<file path="config.mk">
export PLATFORM = sky130hd
export DESIGN_NAME = rfae_front
export DESIGN_NICKNAME = d
export VERILOG_FILES = /design/src/sv/rfae_pkg.sv /design/src/sv/rfae_front.sv
export SDC_FILE = /design/constraint.sdc
export NUM_CORES = 1
export LEC_CHECK = 0
export BUFFER_PORTS_ARGS = -buffer_cell sky130_fd_sc_hd__buf_2
export CORE_UTILIZATION = 44
export CTS_CLUSTER_DIAMETER = 120
export CTS_CLUSTER_SIZE = 30
export DETAILED_ROUTE_END_ITERATION = 10
export PLACE_DENSITY_LB_ADDON = 0.3
export SYNTH_ARGS = -nofsm -noshare
export SYNTH_HDL_FRONTEND = slang
export SYNTH_SLANG_ARGS = --single-unit
export TNS_END_PERCENT = 20
</file>
<file path="constraint.sdc">
create_clock -name clk -period 4.2 [get_ports clk]
set_input_delay 0.42 -clock clk [delete_from_list [all_inputs] [get_ports clk]]
set_output_delay 0.42 -clock clk [all_outputs]
set_load 0.02 [all_outputs]
</file>
<file path="src/sv/rfae_pkg.sv">
// Package for the register file ALU executor: opcodes, queue entry type and
// shared constants. No dependencies.
package rfae_pkg;

  localparam int DATA_W = 32;
  localparam int IDX_W  = 5;
  localparam int MODE_W = 4;

  localparam logic [MODE_W-1:0] OP_LOAD = 4'd0;
  localparam logic [MODE_W-1:0] OP_OUT  = 4'd1;
  localparam logic [MODE_W-1:0] OP_MOV  = 4'd2;
  localparam logic [MODE_W-1:0] OP_XCHG = 4'd3;
  localparam logic [MODE_W-1:0] OP_ADD  = 4'd4;
  localparam logic [MODE_W-1:0] OP_SUB  = 4'd5;
  localparam logic [MODE_W-1:0] OP_MUL  = 4'd6;
  localparam logic [MODE_W-1:0] OP_DIV  = 4'd7;
  localparam logic [MODE_W-1:0] OP_MOD  = 4'd8;
  localparam logic [MODE_W-1:0] OP_AND  = 4'd9;
  localparam logic [MODE_W-1:0] OP_OR   = 4'd10;
  localparam logic [MODE_W-1:0] OP_XOR  = 4'd11;

  localparam logic STATUS_VALUE  = 1'b0;
  localparam logic STATUS_DIVZER = 1'b1;

  // Classified instruction held in the queue between front and back
  typedef struct packed {
    logic [MODE_W-1:0] mode;
    logic [IDX_W-1:0]  dest;
    logic [IDX_W-1:0]  src_x;
    logic [IDX_W-1:0]  src_y;
    logic [DATA_W-1:0] imm;
  } instr_t;

endpackage

</file>
<file path="src/sv/rfae_front.sv">
// Front end: accepts input words, drops unused opcodes, resolves operand
// registers and pushes instructions into a two-entry queue. Uses rfae_pkg.
module rfae_front (
  input  logic            clk,
  input  logic            rst_n,
  input  logic            in_valid,
  output logic            in_ready,
  input  logic [55:0]     in_data,
  output logic            q_valid,
  input  logic            q_ready,
  output rfae_pkg::instr_t q_data
);
  import rfae_pkg::*;

  instr_t           ent_r [2];
  instr_t           ent_nxt;
  logic             wp_r, rp_r;
  logic [1:0]       cnt_r;
  logic [MODE_W-1:0] mode;
  logic             three;
  logic             push, pop, useful;

  assign mode  = in_data[3:0];
  assign three = in_data[19];

  // Classify: pick the first operand by form
  always_comb begin
    ent_nxt.mode  = mode;
    ent_nxt.dest  = in_data[8:4];
    ent_nxt.src_y = in_data[18:14];
    ent_nxt.imm   = in_data[51:20];
    if (three && mode >= OP_ADD) begin
      ent_nxt.src_x = in_data[13:9];
    end else begin
      ent_nxt.src_x = in_data[8:4];
    end
  end

  assign useful   = (mode <= OP_XOR);
  assign in_ready = (cnt_r != 2'd2);
  assign push     = in_valid && in_ready && useful;
  assign q_valid  = (cnt_r != 2'd0);
  assign q_data   = ent_r[rp_r];
  assign pop      = q_valid && q_ready;

  always_ff @(posedge clk) begin
    if (push) begin
      ent_r[wp_r] <= ent_nxt;
    end
  end

  always_ff @(posedge clk) begin
    if (!rst_n) begin
      wp_r  <= 1'b0;
      rp_r  <= 1'b0;
      cnt_r <= 2'd0;
    end else begin
      if (push) wp_r <= ~wp_r;
      if (pop)  rp_r <= ~rp_r;
      cnt_r <= cnt_r + {1'b0, push} - {1'b0, pop};
    end
  end

endmodule

</file>
### After elaboration in Yosys (flattened, before gate mapping)

Memory sizes are Yosys's and may differ from the RTL's. A register that Yosys moved wholly into a read port is not among the register bits.
Cells that the tools add are included.

* memories: 1
* memory bits (writable): 102
* ROM bits: 0
* bits in registers: 4
* logic and storage cells: 21
* output and inout port bits: 53
* bits in latches: 0

Memories
* ent_r: depth 2, width 51, rd ports 1, clocked after memory_dff 1, wr ports 1, RTL line rfae_front.sv:15 `instr_t ent_r [2];`

* shift operators: 0
* bitwise logic cells: 2
* muxes and demuxes: 5
* $lt $le $gt $ge: 2
* $mul: 0
* add/sub/neg operators: 2
* eq/ne operators: 1
* div/mod/pow operators: 0
* reductions and logical operators: 5

Operators by type and width (count)
* $mux 5: 1
* $ge 4x3->1 const B: 1
* $le 4x4->1 const B: 1
* $logic_and 1x1->1: 4
* $mux 1: 4
* $add 2x1->2: 1
* $ne 2x2->1 const B: 1
* $not 1->1: 2
* $reduce_bool 2->1: 1
* $sub 2x1->2: 1

### Longest topological paths before layout

Gate-level depths: netlist of the first run.

* depth in word-level cells: 5
* gate-level depth with buffers: 7
* gate-level depth less buffers: 7

### Least setup slack after synthesis of the first run

Ideal clock, no wire load.

* path kind: reg2reg
* start point: reg cnt_r[0]
* end point: mem ent_r[0][0] (netlist name) (enable)
* clock period less this slack: 3.382 ns
* required time: 3.740 ns
* slack: 0.818 ns
* stages on the path, launching flop included: 4
* data arrival time: 2.922 ns
* library setup time: 0.460 ns
* cell sequence: dfxtp_1 nand2b_1 nand2_1 nor2_1

* cells in the longest elaborated chain, start to end: 5

RTL lines
* start: declaration: RTL line rfae_front.sv:18 `logic [1:0] cnt_r;`
* start signal: assignment: RTL line rfae_front.sv:60 `cnt_r <= cnt_r + {1'b0, push} - {1'b0, pop};`
* $ne 2x2->1: RTL line rfae_front.sv:40 `assign in_ready = (cnt_r != 2'd2);`
* via in_ready: RTL line rfae_front.sv:7 `output logic in_ready,`
* $logic_and 1x1->1 (2 in series): RTL line rfae_front.sv:41 `assign push = in_valid && in_ready && useful;`
* $mux 1: RTL line rfae_front.sv:47 `if (push) begin`
* $mux 1 (not written as such): RTL line rfae_front.sv:48 `ent_r[wp_r] <= ent_nxt;`
* end: declaration: RTL line rfae_front.sv:15

The timed path passes the listed nets, and every way through them passes these cells.

==> results.cfg, run 1 <==
[run_status]
outcome = complete, no violations

[timing]
min_period_ns = 2.60
slew_violations = 0
finalSetupViolCount = 0
hold_viol_final = 0
whs_ns = 0.239
clock.fmax_ghz = 0.385
setup_tns_ns = 0
min_period_over_period = 0.618
tightest_slew_ns = 0.804
slew_headroom = 0.464
rsz0062_at_grt = no
skew_ns = 0.00578

[placed_design]
hpwl_um = 4290
globalplace.congestion = 0.772
port_buffers = 108

[logic_synthesis]
ys_top_cells_by_count = edfxtp_1 (102), mux2_2 (56), buf_2 (5), dfxtp_1 (5), and2_1 (4)
synth_top_area_frac = 0.764
ys_seq_area_frac = 0.789
syn_area_per_cell_um2 = 20.4
synth_most_common_cell = edfxtp_1
synth-simple-area-share = 0.0253
synth_ff_type = edfxtp_1
synth-adder-area-share = 0.00312
synth_top_family_by_area = multiplexers
synth-edff-count = 102
synth_seq_cells = 107
yosysWarnings = 0
synth_compound_area_frac = 0.0109
synth_area_leaders = edfxtp_1 (76%), mux2_2 (16%), dfxtp_1 (2.5%)
synth.largest_area_cell = edfxtp_1
ys_types = 23
netlist_area_mm2 = 0.00401
synthArstFlopShare = 0
synthCells = 196
syn-num-nets = 257
synthMuxAreaShare = 0.160
synth_xor_area_frac = 0.00437

[pwr]
total_leakage_power_nw = 1.82
sequentialPowerShare = 0.520
clockPowerShare = 0.252
p_sw_mw = 0.754
power_density_mw_per_mm2 = 527
switching_share = 0.292
pwr-share-comb = 0.228
p_int_mw = 1.83
irDropWorstVdd_v = 0.000245
power.total_mw = 2.58

[cells_and_area]
final.fill_count = 720
final_net_count = 373
drive_gt1_frac = 0.599
antenna_cells = 0
syn_to_final_growth_pct = 22.1

[drt]
first_iter_violations = 55
wl_per_cell_um = 15.8
remaining_drc_errors = 0
antenna_left = 0
drt-pass1-iter-count = 5
wirelength_um = 6720
vias = 2124
vias_per_cell = 5.00

[floorplan]
top_level_ports = 113
dieHeight_um = 97.4
dieArea_mm2 = 0.00949
std_cell_rows = 34
fp.coreArea_mm2 = 0.00876
die_w_um = 97.4
initial_core_util = 0.457

[clock_tree]
cts_buffer_depth = 2
clock_latency_ns = 0.36
cts_made_buffers = 9
hold_buffers = 0
ctsHtreeMaxLevel = 3
cts_sinks = 107
tritoncts = built
clk_pin_slew_ns = 0.11
cts_resized = 0
postCtsSetupBuffers = 0
root_buffer = clkbuf_8

[critical_path]
required_ns = 3.78
worst-endpoint-arrival_ns = 2.18
start_kind = flop
cp-end-kind = output pin
worstPathMaxFanout = 30
crit_type = reg -> out

[global_routing]
grt_pass1_wl_um = 10600
grt_use_total = 0.149
gr-total-overflow = 0
antenna_found_initial = 0
grt_start_max_net_pins = 34
grt_pass1_vias = 2128

[worst_hold_path]
hold_path.class = in -> reg

[job]
cap_violations = 0
-- final timing paths --
path / startpoint / endpoint / slack [ns] / cells after the start
max reg2reg: cnt_r[0] / ent_r[1][25] / 2.09 / 3
max: flop / q_data[37] / 1.60 / 3
min: in_data[1] / ent_r[1][48] / 0.24 / 1
min reg2reg: rp_r / flop / 0.61 / 2
-- logic make-up (layout without fill, tap and decap cells) --
kind of cell | count (synthesis) | in the layout
AO/OA/AOI/OAI | 5 | 5
XOR/XNOR | 2 | 2
adder cells (fa/ha/maj) | 1 | 1
buffers and inverters | 6 | 127
flip-flops | 107 | 107
multiplexers | 57 | 57
AND/OR/NAND/NOR | 18 | 18
-- cell type report --
class                           instances  area, µm²  share of cell area
Sequential cell                       107       3160               0.647
Clock inverter                          7       82.6              0.0169
Multi-Input combinational cell         83        823               0.168
Tap cell                              108        135              0.0276
Timing Repair Buffer                  111        563               0.115
Clock buffer                            9        124              0.0253
-- critical path, cell delays in order (launching register included) --
cell and delay, ns:
dfxtp_2 0.85, buf_4 0.43, mux2_2 0.37, buf_2 0.17
-- per-stage QoR --
| stage | utilization | instances | instance area [µm²] | worst slack, ns |
|---|---|---|---|---|
| floorplan | - | 196 | 4010 | 0.818 |
| global placement | 0.535 | 409 | 4690 | 1.86 |
| detailed placement | 0.535 | 409 | 4690 | 1.85 |
| CTS | 0.558 | 425 | 4890 | 1.52 |
| global route | 0.558 | 425 | 4890 | 1.42 |
| finish | 0.558 | 425 | 4890 | 1.60 |
-- per-layer routing --
metal / vias up / routed length (µm) / GRT usage
li1: 997 / - / -
met1: 1034 / 2980 / 0.191
met2: 81 / 3210 / 0.236
met3: 12 / 408 / 0.0381
met4: 0 / 121 / 0.0735
met5: - / 0 / 0
-- power groups by stage --
stage	clock, mW	sequential [mW]	combinational, mW
after floorplan	0	1.33	0.437
after global placement	0	1.36	0.589
after detailed placement	0	1.37	0.596
after CTS	0.672	1.35	0.599
after global routing	0.715	1.36	0.631
final	0.650	1.34	0.588
-- cells in the final DEF, fill, tap and decap left out, drive strengths merged --
cell type  Yosys  final
nand3          1      1
clkinv         0      1
ha             1      1
bufinv         0      1
nand2b         1      1
mux2          56     56
or3            1      1
nand3b         1      1
o21ba          1      1
and3           2      2
dfxtp          5      5
buf            5    111
or2            1      1
clkbuf         1      9
inv            0      4
edfxtp       102    102
clkinvlp       0      1
and2b          1      1
nor2           3      3
xnor2          2      2
and2           4      4
mux2i          1      1
o21ai          3      3
a21boi         1      1
nand2          3      3
-- flip-flops by register name, indices dropped and copies added (netlist names), named ones only --
| signal | flops |
|---|---|
| wp_r | 1 |
| ent_r | 102 |
| cnt_r | 2 |
| rp_r | 1 |
Power figures use the tool's default switching activity.
==> inputs of run 2 (changes only) <==
==> constraint.sdc (replaced) <==
create_clock -name clk -period 2.6 [get_ports clk]
set_input_delay 0.26 -clock clk [delete_from_list [all_inputs] [get_ports clk]]
set_output_delay 0.26 -clock clk [all_outputs]
set_load 0.02 [all_outputs]
==> run 2 against run 1 <==
Against the previous run: sequential share of layout area decreased by 0.083 points; sequential power increased by 60%; worst hold slack got worse by 0.15 ns; critical path depth unchanged; largest power group unchanged; highest routed layer unchanged.
==> results.cfg, run 2 (same netlist as run 1, synthesis figures left out) <==
[run_status]
outcome = complete, no violations

[critical_path]
cpPeakStageDelay_ns = 0.66
cp_top_family = flip-flops
timing.rr.start = cnt_r[1]
path_depth = 3
worstPathMaxFanout = 32
start_kind = flop
required_ns = 2.34
cp-endpoint = q_data[38]
slowest_stage = dfxtp_2
ff2ff_path_depth = 6
path_buf_inv = 2
crit_type = reg -> out
reg2reg_to = cnt_r[1]
r2r_setup_slack_ns = 1.05
cp-end-kind = output pin
worst-endpoint-arrival_ns = 1.83
path_cells = buf_12 > mux2_2 > buf_2

[global_routing]
grt_start_max_net_pins = 33
grt_pass1_vias = 2152
gr-total-overflow = 0
grt_pass1_wl_um = 10500
grt_use_total = 0.147
antenna_found_initial = 0

[clock_tree]
root_buffer = clkbuf_8
tritoncts = built
cts_sinks = 107
cts_made_buffers = 9
postCtsSetupBuffers = 0
cts_resized = 0
cts_buffer_depth = 2
clk_pin_slew_ns = 0.09
clock_latency_ns = 0.35
ctsHtreeMaxLevel = 3
hold_buffers = 0

[placed_design]
globalplace.congestion = 0.679
place_inst = 411
port_buffers = 108
hpwl_um = 4330
place_ws_ns = 0.856

[drt]
vias = 2118
vias_per_cell = 4.96
drt-pass1-iter-count = 4
remaining_drc_errors = 0
wl_per_cell_um = 15.5
wirelength_um = 6630
first_iter_violations = 62
antenna_left = 0

[pwr]
irDropWorstVdd_v = 0.000382
total_leakage_power_nw = 1.82
power_density_mw_per_mm2 = 834

[floorplan]
dieArea_mm2 = 0.00949
fp.coreArea_mm2 = 0.00876
std_cell_rows = 34
die_w_um = 97.4
dieHeight_um = 97.4
initial_core_util = 0.457
top_level_ports = 113

[cells_and_area]
top_regs = ent_r (102), cnt_r (2)
layout_common_cells = buf_2 (108), edfxtp_1 (102), mux2_2 (56)
syn_to_final_growth_pct = 22.2
final_net_count = 375
largest_register_ffs = 102
top_register = ent_r
drive_gt1_frac = 0.592
antenna_cells = 0
final.fill_count = 707
layout.cells.non_filler = 427
mostFrequentLayoutCell = buf_2

[timing]
clock.fmax_ghz = 0.478
setup_tns_ns = 0
finalSetupViolCount = 0
finalWorstSetupSlack_ns = 0.509
rsz0062_at_grt = no
min_period_ns = 2.09
slew_violations = 0
hold_viol_final = 0
tightest_slew_ns = 0.551
skew_ns = 0.00958
min_period_over_period = 0.804
slew_headroom = 0.630

[worst_hold_path]
hold_path.class = in -> reg
hold_path_depth = 1

[job]
cap_violations = 0
[run 2: changes by cell type in the layout (fill, tap and decap cells not counted), sizes merged]
| cell | previous run | this run |
|---|---|---|
| buf | 111 | 113 |
| clkinvlp | 1 | 2 |
| clkbuf | 9 | 11 |
| clkinv | 1 | 2 |
| inv | 4 | 0 |
[run 2: how the worst min path moves through the flow]
| stage | to | slack, ns | start |
|---|---|---|---|
| after floorplan | ent_r[0][0] | 0.36 | in_data[20] |
| after global placement | ent_r[1][5] | 0.45 | in_data[25] |
| after detailed placement | ent_r[1][3] | 0.45 | in_data[23] |
| after CTS | ent_r[0][25] | 0.06 | in_data[45] |
| after global routing | ent_r[1][27] | 0.06 | in_data[47] |
| final | ent_r[0][25] | 0.09 | in_data[45] |
[run 2: where the power goes]
part           internal, mW  switching (mW)  total (mW)
Clock                 0.442           0.515       0.957
Sequential             2.07          0.0773        2.15
Combinational         0.430           0.551       0.981
[run 2: per-stage QoR]
stage	util	power (mW)	hold WS, ns	cell area (µm²)
2_1_floorplan	-	2.85	0.359	4010
3_3_place_gp	0.538	3.17	0.448	4710
3_5_place_dp	0.538	3.19	0.451	4710
4_1_cts	0.559	4.15	0.0583	4900
5_1_grt	0.559	4.28	0.0580	4900
6_report	0.559	4.09	0.0861	4900
[run 2: area by class of cell]
| cell class | instances | area, µm² | share of cell area |
|---|---|---|---|
| Clock buffer | 11 | 131 | 0.0268 |
| Tap cell | 108 | 135 | 0.0276 |
| Multi-Input combinational cell | 83 | 823 | 0.168 |
| Sequential cell | 107 | 3160 | 0.646 |
| Clock inverter | 5 | 53.8 | 0.0110 |
| Timing Repair Buffer | 113 | 591 | 0.121 |
[run 2: metal layers]
layer	vias up	track usage	wire length, µm
li1	994	-	-
met1	1039	0.185	2820
met2	74	0.239	3320
met3	11	0.0338	365
met4	0	0.0735	127
met5	-	0	0
==> inputs of run 3 (changes only) <==
==> constraint.sdc (replaced) <==
create_clock -name clk -period 1.95 [get_ports clk]
set_input_delay 0.195 -clock clk [delete_from_list [all_inputs] [get_ports clk]]
set_output_delay 0.195 -clock clk [all_outputs]
set_load 0.02 [all_outputs]
==> run 3 against run 2 <==
Against the previous run: final cell count up 1.9%; combinational power up 41%; final area up 2.4%; utilization up 1.4 points; non-clock buffer count up 8; via count up 1.1%; die area unchanged; first-iteration DRC count down 15%; sequential share of layout area down 1.5 points; sequential cell count unchanged; routed wire length up 2.7%; largest cell class unchanged.
==> results.cfg, run 3 (same netlist as run 1, synthesis figures left out) <==
[run_status]
outcome = complete, no violations

[floorplan]
fp.coreArea_mm2 = 0.00876
initial_core_util = 0.457
dieHeight_um = 97.4
die_w_um = 97.4
dieArea_mm2 = 0.00949
top_level_ports = 113
std_cell_rows = 34

[cells_and_area]
final.fill_count = 703
register_area_mm2 = 0.00316
antenna_cells = 0
largest_register_ffs = 102
postLayoutCellArea_mm2 = 0.00502
top_regs = ent_r (102), cnt_r (2)
layout_common_cells = buf_2 (108), edfxtp_1 (102), mux2_2 (56)
top_register = ent_r
multi_input_area_um2 = 826
final_net_count = 383
drive_gt1_frac = 0.587
mostFrequentLayoutCell = buf_2
syn_to_final_growth_pct = 25.2
layout.cells.non_filler = 435

[timing]
rsz0062_at_grt = no
min_period_over_period = 0.926
slew_violations = 0
setup_tns_ns = 0
slew_headroom = 0.792
tightest_slew_ns = 0.312
hold_viol_final = 0
min_period_ns = 1.81
skew_ns = 0.00891
clock.fmax_ghz = 0.554
finalSetupViolCount = 0

[global_routing]
antenna_found_initial = 0
met1_usage = 0.168
grt_use_total = 0.143
met3_usage = 0.0432
grt_pass1_wl_um = 10300
gr-total-overflow = 0
gr-max-usage-layer = met2
gr-usage-met2 = 0.246
grt_start_max_net_pins = 37
grt_pass1_vias = 2140

[pwr]
total_leakage_power_nw = 1.86
switching_share = 0.280
irDropWorstVdd_v = 0.000529
sequentialPowerShare = 0.515
p_int_mw = 3.98
power_density_mw_per_mm2 = 1100
pwr-share-comb = 0.250
clockPowerShare = 0.235
power.total_mw = 5.53
p_sw_mw = 1.55

[placed_design]
place_inst = 413
hpwl_um = 4360
globalplace.congestion = 0.696
place_area_mm2 = 0.00477
port_buffers = 108

[drt]
first_iter_violations = 53
remaining_drc_errors = 0
vias = 2142
antenna_left = 0
vias_per_cell = 4.92
drt-pass1-iter-count = 4
wl_per_cell_um = 15.6
wirelength_um = 6800

[critical_path]
start_kind = flop
ff2ff_path_depth = 6
r2r_setup_slack_ns = 0.38
cp-end-kind = output pin
path_cells = buf_12 > mux2_2 > buf_2
reg2reg_to = cnt_r[1]
slowest_stage = dfxtp_2
timing.rr.start = cnt_r[1]
required_ns = 1.75
cpPeakStageDelay_ns = 0.52
worstPathMaxFanout = 23
worst-endpoint-arrival_ns = 1.61
crit_type = reg -> out

[worst_hold_path]
min_from = in_data[39]
hold_path.class = in -> reg
hold_path_depth = 1
hold_end = ent_r[1][19]

[clock_tree]
ctsHtreeMaxLevel = 3
cts_buffer_depth = 2
clock_latency_ns = 0.35
root_buffer = clkbuf_8
clk_pin_slew_ns = 0.10
cts_sinks = 107
cts_made_buffers = 9
tritoncts = built

[job]
cap_violations = 0
==> run 3: cell count changes in the layout (fill, tap and decap cells not counted) <==
cell and delta:
buf_12 +3, buf_4 -1, clkbuf_1 +1, clkinv_1 -1
clkinv_2 -1, dlygate4sd3_1 +6, inv_6 +1, nand2b_1 -1
nand2b_2 +1
==> run 3: power by group through the flow <==
| stage | Clock (mW) | Sequential [mW] | Combinational (mW) |
|---|---|---|---|
| after global routing | 1.43 | 2.87 | 1.48 |
| after global placement | 0 | 2.89 | 1.37 |
| after floorplan | 0 | 2.86 | 0.947 |
| after CTS | 1.35 | 2.85 | 1.40 |
| final | 1.30 | 2.85 | 1.38 |
| after detailed placement | 0 | 2.91 | 1.39 |
==> run 3: worst max-delay path by stage <==
stage | endpoint | slack, ns | depth (start not counted)
after floorplan | ent_r[0][0] | 0.02 | 3
after global placement | cnt_r[1] | 0.37 | 8
after detailed placement | cnt_r[1] | 0.33 | 8
after CTS | q_data[8] | 0.1 | 3
after global routing | q_data[11] | 0.03 | 3
final | q_data[8] | 0.14 | 3
==> run 3: what timing repair did <==
item,in CTS,in global routing
hold buffers,1,5
setup endpoints to repair,0,0
setup buffers,0,0
endpoints found under the hold margin,2,9
gates resized for setup,0,0
==> run 3: metrics by stage <==
step                hold WS, ns   util  worst slack, ns
detailed placement        0.387  0.544            0.333
finish                   0.0238  0.573            0.143
global placement          0.382  0.544            0.370
CTS                    0.000650  0.567           0.0973
floorplan                 0.294      -           0.0241
global route           0.000748  0.573           0.0330
==> run 3: routing by layer <==
layer / vias up / part of all wire
met2: 67 / 0.49
met4: 0 / 0.011
met3: 6 / 0.067
met1: 1055 / 0.43
li1: 1014 / -
met5: - / 0
==> run 3: final cells by class <==
type / instances / area share
clock buffer: 12 / 0.0269
clock inverter: 4 / 0.0107
multi-input combinational: 83 / 0.165
sequential: 107 / 0.631
tap: 108 / 0.0269
timing repair buffer: 121 / 0.140
==> run 3: worst max-delay path, delay by kind of cell, from the launching register on <==
family	cells	cell delay, ns
flops	1	0.52
buf+inv	2	0.39
mux	1	0.35
